==> config.mk <==
export PLATFORM = sky130hd
export DESIGN_NAME = websocket_frame_deframer_flat
export DESIGN_NICKNAME = d
export VERILOG_FILES = /design/src/design/wsd_pkg.sv /design/src/design/wsd_if.sv /design/src/design/wsd_front.sv /design/src/design/wsd_queue.sv /design/src/design/wsd_back.sv /design/src/design/websocket_frame_deframer.sv /design/src/flat_wrapper.sv
export SDC_FILE = /design/constraint.sdc
export NUM_CORES = 1
export LEC_CHECK = 0
export BUFFER_PORTS_ARGS = -buffer_cell sky130_fd_sc_hd__buf_2
export CAP_MARGIN = 30
export CORE_MARGIN = 1
export CORE_UTILIZATION = 32
export DETAILED_ROUTE_END_ITERATION = 12
export HOLD_SLACK_MARGIN = 0.05
export PLACE_DENSITY_LB_ADDON = 0.08
export SYNTH_ARGS = -nofsm -noshare
export SYNTH_HDL_FRONTEND = slang
export SYNTH_HIERARCHICAL = 1
export SYNTH_SLANG_ARGS = --single-unit
export TNS_END_PERCENT = 5
==> constraint.sdc <==
create_clock -name clock -period 6.9 [get_ports clock]
set_input_delay 1.38 -clock clock [delete_from_list [all_inputs] [get_ports clock]]
set_output_delay 1.38 -clock clock [all_outputs]
set_load 0.02 [all_outputs]
==> src/design/wsd_pkg.sv <==
package wsd_pkg;

   // parser phases
   typedef enum logic [2:0] {
      PH_B0   = 3'd0,
      PH_B1   = 3'd1,
      PH_EXT  = 3'd2,
      PH_KEY  = 3'd3,
      PH_DATA = 3'd4
   } phase_type;

   // result kinds
   localparam logic KIND_HEADER  = 1'b0;
   localparam logic KIND_PAYLOAD = 1'b1;

   // header byte fields and length codes
   localparam logic [6:0] LEN16_CODE     = 7'd126;
   localparam logic [6:0] LEN64_CODE     = 7'd127;
   localparam logic [3:0] EXT16_BYTES    = 4'd2;
   localparam logic [3:0] EXT64_BYTES    = 4'd8;
   localparam logic [3:0] KEY_BYTES      = 4'd4;
   localparam logic [3:0] HDR_BASE_LEN   = 4'd2;
   localparam logic [3:0] HDR_LEN16      = 4'd4;
   localparam logic [3:0] HDR_LEN64      = 4'd10;

   // queue between parser and output stage
   localparam int QUEUE_DEPTH = 4;
   localparam int QPTR_W      = $clog2(QUEUE_DEPTH);
   localparam int QCNT_W      = $clog2(QUEUE_DEPTH + 1);

   // one classified word on its way to the output stage
   typedef struct packed {
      logic        kind;
      logic        fin;
      logic [3:0]  frame_opcode;
      logic        masked;
      logic [63:0] payload_length;
      logic [31:0] mask_key;
      logic [3:0]  header_length;
      logic [7:0]  raw_byte;
      logic [7:0]  key_byte;
      logic        last;
   } entry_type;

   typedef struct packed {
      logic      valid;
      entry_type entry;
   } q_push_type;

   typedef struct packed {
      logic      valid;
      entry_type entry;
   } q_head_type;

   typedef struct packed {
      logic full;
      logic empty;
   } q_status_type;

endpackage

==> src/design/wsd_if.sv <==
interface wsd_req_if;
   import wsd_pkg::*;

   logic       valid;
   logic       ready;
   logic [7:0] in_byte;

   modport source (output valid, output in_byte, input ready);
   modport sink (input valid, input in_byte, output ready);
endinterface

interface wsd_rsp_if;
   import wsd_pkg::*;

   logic        valid;
   logic        ready;
   logic        kind;
   logic        fin;
   logic [3:0]  frame_opcode;
   logic        masked;
   logic [63:0] payload_length;
   logic [31:0] mask_key;
   logic [3:0]  header_length;
   logic [7:0]  data_byte;
   logic        last;

   modport source (
      output valid, output kind, output fin, output frame_opcode, output masked,
      output payload_length, output mask_key, output header_length,
      output data_byte, output last, input ready
   );
   modport sink (
      input valid, input kind, input fin, input frame_opcode, input masked,
      input payload_length, input mask_key, input header_length,
      input data_byte, input last, output ready
   );
endinterface

==> src/design/wsd_front.sv <==
module wsd_front (
   input  logic                  clock,
   input  logic                  reset,
   wsd_req_if.sink               req_chan,
   input  wsd_pkg::q_status_type q_status,
   output wsd_pkg::q_push_type   q_push
);
   import wsd_pkg::*;

   phase_type   phase_ff, phase_in;
   logic [3:0]  ext_count_ff, ext_count_in;
   logic [63:0] length_ff, length_in;
   logic [63:0] remaining_ff, remaining_in;
   logic [31:0] key_ff, key_in;
   logic [1:0]  key_index_ff, key_index_in;
   logic        fin_ff, fin_in;
   logic        masked_ff, masked_in;
   logic [3:0]  opcode_ff, opcode_in;
   logic [3:0]  hdr_len_ff, hdr_len_in;

   logic        accept;
   logic [7:0]  b;
   logic        len_done;
   logic        emit;
   logic        empty_frame;
   logic [7:0]  key_byte;

   assign req_chan.ready = !q_status.full;
   assign accept         = req_chan.valid && req_chan.ready;
   assign b              = req_chan.in_byte;

   // key byte for the current payload position, first key byte first
   always_comb begin
      case (key_index_ff)
         2'd0:    key_byte = key_ff[31:24];
         2'd1:    key_byte = key_ff[23:16];
         2'd2:    key_byte = key_ff[15:8];
         default: key_byte = key_ff[7:0];
      endcase
   end

   // header parse and payload classification
   always_comb begin
      phase_in     = phase_ff;
      ext_count_in = ext_count_ff;
      length_in    = length_ff;
      remaining_in = remaining_ff;
      key_in       = key_ff;
      key_index_in = key_index_ff;
      fin_in       = fin_ff;
      masked_in    = masked_ff;
      opcode_in    = opcode_ff;
      hdr_len_in   = hdr_len_ff;
      len_done     = 1'b0;
      emit         = 1'b0;
      empty_frame  = 1'b0;
      q_push       = '0;

      if (accept) begin
         unique case (phase_ff)
            PH_B1: begin
               masked_in = masked_ff | b[7];
               if (b[6:0] == LEN16_CODE) begin
                  ext_count_in = EXT16_BYTES;
                  hdr_len_in   = HDR_LEN16;
                  phase_in     = PH_EXT;
               end else if (b[6:0] == LEN64_CODE) begin
                  ext_count_in = EXT64_BYTES;
                  hdr_len_in   = HDR_LEN64;
                  phase_in     = PH_EXT;
               end else begin
                  length_in = {57'd0, b[6:0]};
                  len_done  = 1'b1;
               end
            end
            PH_EXT: begin
               length_in    = {length_ff[55:0], b};
               ext_count_in = ext_count_ff - 4'd1;
               len_done     = (ext_count_in == 4'd0);
            end
            PH_KEY: begin
               key_in       = {key_ff[23:0], b};
               ext_count_in = ext_count_ff - 4'd1;
               emit         = (ext_count_in == 4'd0);
            end
            PH_DATA: begin
               remaining_in = remaining_ff - 64'd1;
               key_index_in = key_index_ff + 2'd1;
               if (remaining_ff == 64'd1) begin
                  phase_in = PH_B0;
               end
               q_push.valid                = 1'b1;
               q_push.entry.kind           = KIND_PAYLOAD;
               q_push.entry.raw_byte       = b;
               q_push.entry.key_byte       = key_byte;
               q_push.entry.last           = (remaining_ff == 64'd1);
            end
            default: begin
               fin_in       = b[7];
               opcode_in    = b[3:0];
               masked_in    = 1'b0;
               hdr_len_in   = HDR_BASE_LEN;
               length_in    = '0;
               key_in       = '0;
               ext_count_in = '0;
               phase_in     = PH_B1;
            end
         endcase

         // length complete: key next or header done
         if (len_done) begin
            if (masked_in) begin
               ext_count_in = KEY_BYTES;
               hdr_len_in   = hdr_len_in + KEY_BYTES;
               phase_in     = PH_KEY;
            end else begin
               emit = 1'b1;
            end
         end

         // header complete result
         if (emit) begin
            empty_frame          = (length_in == 64'd0);
            remaining_in         = length_in;
            key_index_in         = 2'd0;
            phase_in             = empty_frame ? PH_B0 : PH_DATA;
            q_push.valid         = 1'b1;
            q_push.entry.kind    = KIND_HEADER;
            q_push.entry.last    = empty_frame;
         end

         q_push.entry.fin            = fin_in;
         q_push.entry.frame_opcode   = opcode_in;
         q_push.entry.masked         = masked_in;
         q_push.entry.payload_length = length_in;
         q_push.entry.mask_key       = key_in;
         q_push.entry.header_length  = hdr_len_in;
      end
   end

   // parser state
   always_ff @(posedge clock) begin
      if (reset) begin
         phase_ff     <= PH_B0;
         ext_count_ff <= '0;
         length_ff    <= '0;
         remaining_ff <= '0;
         key_ff       <= '0;
         key_index_ff <= '0;
         fin_ff       <= 1'b0;
         masked_ff    <= 1'b0;
         opcode_ff    <= '0;
         hdr_len_ff   <= HDR_BASE_LEN;
      end else begin
         phase_ff     <= phase_in;
         ext_count_ff <= ext_count_in;
         length_ff    <= length_in;
         remaining_ff <= remaining_in;
         key_ff       <= key_in;
         key_index_ff <= key_index_in;
         fin_ff       <= fin_in;
         masked_ff    <= masked_in;
         opcode_ff    <= opcode_in;
         hdr_len_ff   <= hdr_len_in;
      end
   end

   a_push_needs_accept: assert property (@(posedge clock) disable iff (reset)
      q_push.valid |-> accept)
      else $error("word queued without an accepted byte");

   a_last_payload_ends_frame: assert property (@(posedge clock) disable iff (reset)
      accept && phase_ff == PH_DATA && remaining_ff == 64'd1 |=> phase_ff == PH_B0)
      else $error("frame did not end after its last payload byte");

   a_data_has_bytes_left: assert property (@(posedge clock) disable iff (reset)
      phase_ff == PH_DATA |-> remaining_ff != 64'd0)
      else $error("payload phase with no bytes left");

endmodule

==> src/design/wsd_queue.sv <==
module wsd_queue (
   input  logic                  clock,
   input  logic                  reset,
   input  wsd_pkg::q_push_type   q_push,
   input  logic                  q_pop,
   output wsd_pkg::q_head_type   q_head,
   output wsd_pkg::q_status_type q_status
);
   import wsd_pkg::*;

   entry_type               slots_ff [QUEUE_DEPTH];
   logic [QPTR_W-1:0]       wr_ptr_ff, wr_ptr_in;
   logic [QPTR_W-1:0]       rd_ptr_ff, rd_ptr_in;
   logic [QCNT_W-1:0]       count_ff, count_in;
   logic                    do_push;
   logic                    do_pop;

   assign q_status.full  = (count_ff == QCNT_W'(QUEUE_DEPTH));
   assign q_status.empty = (count_ff == '0);
   assign q_head.valid   = !q_status.empty;
   assign q_head.entry   = slots_ff[rd_ptr_ff];

   assign do_push = q_push.valid && !q_status.full;
   assign do_pop  = q_pop && !q_status.empty;

   // pointer and fill count update
   always_comb begin
      wr_ptr_in = do_push ? wr_ptr_ff + QPTR_W'(1) : wr_ptr_ff;
      rd_ptr_in = do_pop ? rd_ptr_ff + QPTR_W'(1) : rd_ptr_ff;
      count_in  = count_ff;
      if (do_push && !do_pop) begin
         count_in = count_ff + QCNT_W'(1);
      end else if (do_pop && !do_push) begin
         count_in = count_ff - QCNT_W'(1);
      end
   end

   always_ff @(posedge clock) begin
      if (reset) begin
         wr_ptr_ff <= '0;
         rd_ptr_ff <= '0;
         count_ff  <= '0;
      end else begin
         wr_ptr_ff <= wr_ptr_in;
         rd_ptr_ff <= rd_ptr_in;
         count_ff  <= count_in;
      end
   end

   // slot storage
   always_ff @(posedge clock) begin
      if (do_push) begin
         slots_ff[wr_ptr_ff] <= q_push.entry;
      end
   end

   a_no_push_when_full: assert property (@(posedge clock) disable iff (reset)
      q_status.full |-> !q_push.valid)
      else $error("word offered to a full queue");

   a_count_in_range: assert property (@(posedge clock) disable iff (reset)
      count_ff <= QCNT_W'(QUEUE_DEPTH))
      else $error("queue fill count out of range");

endmodule

==> src/design/wsd_back.sv <==
module wsd_back (
   input  logic                clock,
   input  logic                reset,
   input  wsd_pkg::q_head_type q_head,
   output logic                q_pop,
   wsd_rsp_if.source           rsp_chan
);
   import wsd_pkg::*;

   logic        valid_ff, valid_in;
   logic        kind_ff;
   logic        fin_ff;
   logic [3:0]  opcode_ff;
   logic        masked_ff;
   logic [63:0] length_ff;
   logic [31:0] key_ff;
   logic [3:0]  hdr_len_ff;
   logic [7:0]  data_ff, data_in;
   logic        last_ff;
   logic        load;

   // output register takes a word when empty or being drained
   assign load     = q_head.valid && (!valid_ff || rsp_chan.ready);
   assign q_pop    = load;
   assign data_in  = q_head.entry.raw_byte ^ q_head.entry.key_byte;

   always_comb begin
      valid_in = valid_ff;
      if (load) begin
         valid_in = 1'b1;
      end else if (rsp_chan.ready) begin
         valid_in = 1'b0;
      end
   end

   always_ff @(posedge clock) begin
      if (reset) begin
         valid_ff <= 1'b0;
      end else begin
         valid_ff <= valid_in;
      end
   end

   // result payload
   always_ff @(posedge clock) begin
      if (load) begin
         kind_ff    <= q_head.entry.kind;
         fin_ff     <= q_head.entry.fin;
         opcode_ff  <= q_head.entry.frame_opcode;
         masked_ff  <= q_head.entry.masked;
         length_ff  <= q_head.entry.payload_length;
         key_ff     <= q_head.entry.mask_key;
         hdr_len_ff <= q_head.entry.header_length;
         data_ff    <= data_in;
         last_ff    <= q_head.entry.last;
      end
   end

   assign rsp_chan.valid          = valid_ff;
   assign rsp_chan.kind           = kind_ff;
   assign rsp_chan.fin            = fin_ff;
   assign rsp_chan.frame_opcode   = opcode_ff;
   assign rsp_chan.masked         = masked_ff;
   assign rsp_chan.payload_length = length_ff;
   assign rsp_chan.mask_key       = key_ff;
   assign rsp_chan.header_length  = hdr_len_ff;
   assign rsp_chan.data_byte      = data_ff;
   assign rsp_chan.last           = last_ff;

   a_pop_only_valid: assert property (@(posedge clock) disable iff (reset)
      q_pop |-> q_head.valid)
      else $error("pop from an empty queue");

endmodule

==> src/design/websocket_frame_deframer.sv <==
// websocket frame deframer
// req_chan carries the raw framed byte stream, one byte per word. For every
// frame the block parses the header (fin, opcode, mask bit, 7/16/64-bit
// length, optional 4-byte key) and sends one header word on rsp_chan when
// the header is complete, then one word per payload byte with the byte
// unmasked. Header bytes other than the completing one give no word. The
// final payload word, or the header word of an empty frame, has last set.
// Every word repeats the header fields of its frame.
// Throughput: one byte per cycle in steady state while the queue is not
// full, with no bubbles between frames; the parser takes one byte per
// clock and the output register drains one word per clock while
// rsp_chan.ready is high. Path: the parser writes each word into a 4-word
// queue, and the output register takes it from the queue when it is empty
// or being drained.
// Stall: when rsp_chan.ready is low the output register holds its word and
// the queue fills; req_chan.ready drops once the queue holds 4 words.
// Reset (synchronous): the parser expects the first header byte of a new
// frame, the queue is emptied and rsp_chan.valid goes low.
module websocket_frame_deframer (
   input  logic       clock,
   input  logic       reset,
   wsd_req_if.sink    req_chan,
   wsd_rsp_if.source  rsp_chan
);
   import wsd_pkg::*;

   q_push_type   q_push;
   q_head_type   q_head;
   q_status_type q_status;
   logic         q_pop;

   wsd_front u_front (
      .clock    (clock),
      .reset    (reset),
      .req_chan (req_chan),
      .q_status (q_status),
      .q_push   (q_push)
   );

   wsd_queue u_queue (
      .clock    (clock),
      .reset    (reset),
      .q_push   (q_push),
      .q_pop    (q_pop),
      .q_head   (q_head),
      .q_status (q_status)
   );

   wsd_back u_back (
      .clock    (clock),
      .reset    (reset),
      .q_head   (q_head),
      .q_pop    (q_pop),
      .rsp_chan (rsp_chan)
   );

endmodule

==> src/flat_wrapper.sv <==
// flat-port wrapper written by rule: the top's interface ports become plain ports
module websocket_frame_deframer_flat import wsd_pkg::*;
  (clock, reset, req_chan_valid, req_chan_in_byte, req_chan_ready, rsp_chan_valid, rsp_chan_kind, rsp_chan_fin, rsp_chan_frame_opcode, rsp_chan_masked, rsp_chan_payload_length, rsp_chan_mask_key, rsp_chan_header_length, rsp_chan_data_byte, rsp_chan_last, rsp_chan_ready);
  wsd_req_if req_chan_i ();
  wsd_rsp_if rsp_chan_i ();
  input  logic clock;
  input  logic reset;
  input wire logic [$bits(req_chan_i.valid)-1:0] req_chan_valid;
  input wire logic [$bits(req_chan_i.in_byte)-1:0] req_chan_in_byte;
  output wire logic [$bits(req_chan_i.ready)-1:0] req_chan_ready;
  output wire logic [$bits(rsp_chan_i.valid)-1:0] rsp_chan_valid;
  output wire logic [$bits(rsp_chan_i.kind)-1:0] rsp_chan_kind;
  output wire logic [$bits(rsp_chan_i.fin)-1:0] rsp_chan_fin;
  output wire logic [$bits(rsp_chan_i.frame_opcode)-1:0] rsp_chan_frame_opcode;
  output wire logic [$bits(rsp_chan_i.masked)-1:0] rsp_chan_masked;
  output wire logic [$bits(rsp_chan_i.payload_length)-1:0] rsp_chan_payload_length;
  output wire logic [$bits(rsp_chan_i.mask_key)-1:0] rsp_chan_mask_key;
  output wire logic [$bits(rsp_chan_i.header_length)-1:0] rsp_chan_header_length;
  output wire logic [$bits(rsp_chan_i.data_byte)-1:0] rsp_chan_data_byte;
  output wire logic [$bits(rsp_chan_i.last)-1:0] rsp_chan_last;
  input wire logic [$bits(rsp_chan_i.ready)-1:0] rsp_chan_ready;
  assign req_chan_i.valid = req_chan_valid;
  assign req_chan_i.in_byte = req_chan_in_byte;
  assign req_chan_ready = req_chan_i.ready;
  assign rsp_chan_valid = rsp_chan_i.valid;
  assign rsp_chan_kind = rsp_chan_i.kind;
  assign rsp_chan_fin = rsp_chan_i.fin;
  assign rsp_chan_frame_opcode = rsp_chan_i.frame_opcode;
  assign rsp_chan_masked = rsp_chan_i.masked;
  assign rsp_chan_payload_length = rsp_chan_i.payload_length;
  assign rsp_chan_mask_key = rsp_chan_i.mask_key;
  assign rsp_chan_header_length = rsp_chan_i.header_length;
  assign rsp_chan_data_byte = rsp_chan_i.data_byte;
  assign rsp_chan_last = rsp_chan_i.last;
  assign rsp_chan_i.ready = rsp_chan_ready;
  websocket_frame_deframer u_core (.clock(clock), .reset(reset), .req_chan(req_chan_i), .rsp_chan(rsp_chan_i));
endmodule
==> flow_summary.json <==
{
  "core_sq_um": 100700,
  "clock_sink_count": 801,
  "min-delay-start": "u_core/u_front/hdr_len_ff[1]",
  "final.period_utilization": 0.6352,
  "grt_pass1_wl_mm": 134.5,
  "cts_root_buf": "clkbuf_16",
  "cts_setup_buffers": 0,
  "numCtsBuffers": 89,
  "cts_tree": "built",
  "synth_nets": 2392,
  "antenna_found_initial": 2,
  "finalWirelength_mm": 90.06,
  "slowest_delay_ps": 900,
  "place.detailed.hpwl_mm": 55.60,
  "drt_iter0_drc": 1556,
  "h-tree-depth": 3,
  "syn_inst": 2366,
  "firstDrtPassIters": 6,
  "crit_path_top_delay_cell": "dfxtp_1",
  "maxCapViolCount": 0,
  "powerDensity_nw_per_um2": 393.1,
  "post_drt_wl_per_cell_um": 23.05,
  "slew_headroom": 0.3916,
  "finClkSkew_ps": 37.67,
  "min_path_type": "reg2reg",
  "start_util": 0.3251,
  "timing.final.ws_setup_ps": 2517,
  "drive_above_1_share": 0.1820,
  "clkSlewWorstSetupHoldPaths_ps": 60,
  "synth_area_sq_um": 32750,
  "critPathLaunchType": "register",
  "crit_path_end_kind": "register",
  "rsz0062_at_grt": "false",
  "grt_pass1_vias": 20650,
  "setup_viol": 0,
  "route.detailed.drc": 0,
  "syn_avg_cell_area_sq_um": 13.84,
  "cp_data_arrival_time_ps": 4710,
  "pre_cts_ws_ps": 1940,
  "power_uw": 14880,
  "grt_use_total": 0.1738,
  "gp_congestion": 0.8232,
  "areaGrowthSynthToFinish_pct": 15.57,
  "insertion_delay_ps": 690,
  "cts_hold_buf": 0,
  "startpoint": "u_core/u_front/phase_ff[1]",
  "port_buffers": 129,
  "crit_required_ps": 7220,
  "hold_viol_final": 0,
  "die-area_sq_um": 103600,
  "std_cell_rows": 116,
  "fin_crit_ps": 4383,
  "path_cells": "buf_4 > nand3b_1 > a21oi_1 > or4_1 > o21ai_4 > o21ai_4 > clkinv_1 > inv_1 > nor2_1 > and2_4 > buf_4",
  "drv_slew": 0,
  "status": "finished, final reports clean",
  "vias_per_cell": 5.266,
  "r2r_start": "u_core/u_front/phase_ff[1]",
  "nets": 2499,
  "cts_resized": 0,
  "die_x_um": 321.9,
  "drtAntennaViolNets": 0,
  "vdd_ir_drop_max_uv": 266.8,
  "finalSetupTns_ps": 0,
  "clock_path_buffers": 3,
  "path_class": "reg2reg",
  "grt_max_degree": 100,
  "vias": 20580,
  "io-pin-count": 130,
  "grt.overflow.total": 0,
  "crit_fanout": 37,
  "leakage_uw": 0.01242,
  "die_y_um": 321.9,
  "worstMarginPinSlew_ps": 904.3,
  "ys_warn_count": 6,
  "fmax_mhz": 228.1
}
-- worst paths after layout --
check | to | slack, ps | depth (start not counted)
setup / recovery | u_core/u_queue/slots_ff[0][44] | 2520 | 11
hold / removal | u_core/u_front/hdr_len_ff[1] | 470 | 1
setup reg to reg | u_core/u_queue/slots_ff[0][44] | 2520 | 11
hold reg to reg | u_core/u_front/hdr_len_ff[1] | 470 | 1
-- metal layers --
metal  global-route usage  vias to the layer above  wire (um)
li1                     -                     9374          -
met1               0.2196                    10490      38050
met2               0.2998                      547      45350
met3              0.02842                      158       4073
met4              0.06095                        2       2571
met5                    0                        -         19
-- stage by stage --
stage	hold WS [ps]	area, sq um	util	cells
after floorplan	436.9	32750	-	2366
after global placement	445.4	34870	0.3461	3737
after detailed placement	457.0	34870	0.3462	3738
after CTS	470.6	37820	0.3754	3905
after global routing	478.7	37850	0.3757	3907
final	472.2	37850	0.3757	3907
-- power breakdown --
part	internal, uW	switching (uW)
clock network	2790	2000
logic	1350	2560
registers	5900	277
total	10000	4840
-- registers in the layout, indices dropped and copies added, names as in the netlist, 8 cells and up, named ones only --
signal / flops
u_core/u_back/rsp_chan.mask_key: 32
u_core/u_back/rsp_chan.payload_length: 64
u_core/u_front/length_ff: 64
u_core/u_front/key_ff: 32
u_core/u_back/rsp_chan.data_byte: 8
u_core/u_front/remaining_ff: 64
u_core/u_queue/slots_ff: 496
-- placed cells by master (no fill, tap or decap), types with 11 or more instances in the layout --
master,count
ha_1,13
nor2b_1,20
mux4_2,124
a22oi_1,75
mux2i_1,20
nand4_1,12
and2_1,16
nand2_1,92
a31oi_1,27
nand3_1,29
and3_1,29
nor4_1,30
buf_4,44
clkbuf_1,19
xor2_1,12
a32o_1,11
or3_1,12
dfxtp_1,187
a211oi_1,13
a21oi_1,219
clkbuf_16,89
o211ai_1,11
clkinv_2,14
buf_2,129
nor3_1,41
inv_1,48
edfxtp_1,612
clkinv_1,18
o21ai_0,96
nor2_1,294
-- critical path, delay by kind of cell (launching register included) --
| family | cells | cell delay [ps] |
|---|---|---|
| simple gates | 4 | 1810 |
| compound gates | 3 | 330 |
| flops | 1 | 900 |
| buf+inv | 4 | 960 |
-- cell type report --
class,count,area (sq um)
timing repair buffer,178,1075
fill,9659,62880
clock buffer,113,2367
clock inverter,54,578.1
tap,1357,1698
antenna,1,2.502
sequential,801,22170
inverter,49,183.9
multi-input combinational,1354,9773
Note: power is estimated with default switching activity, not from simulation.
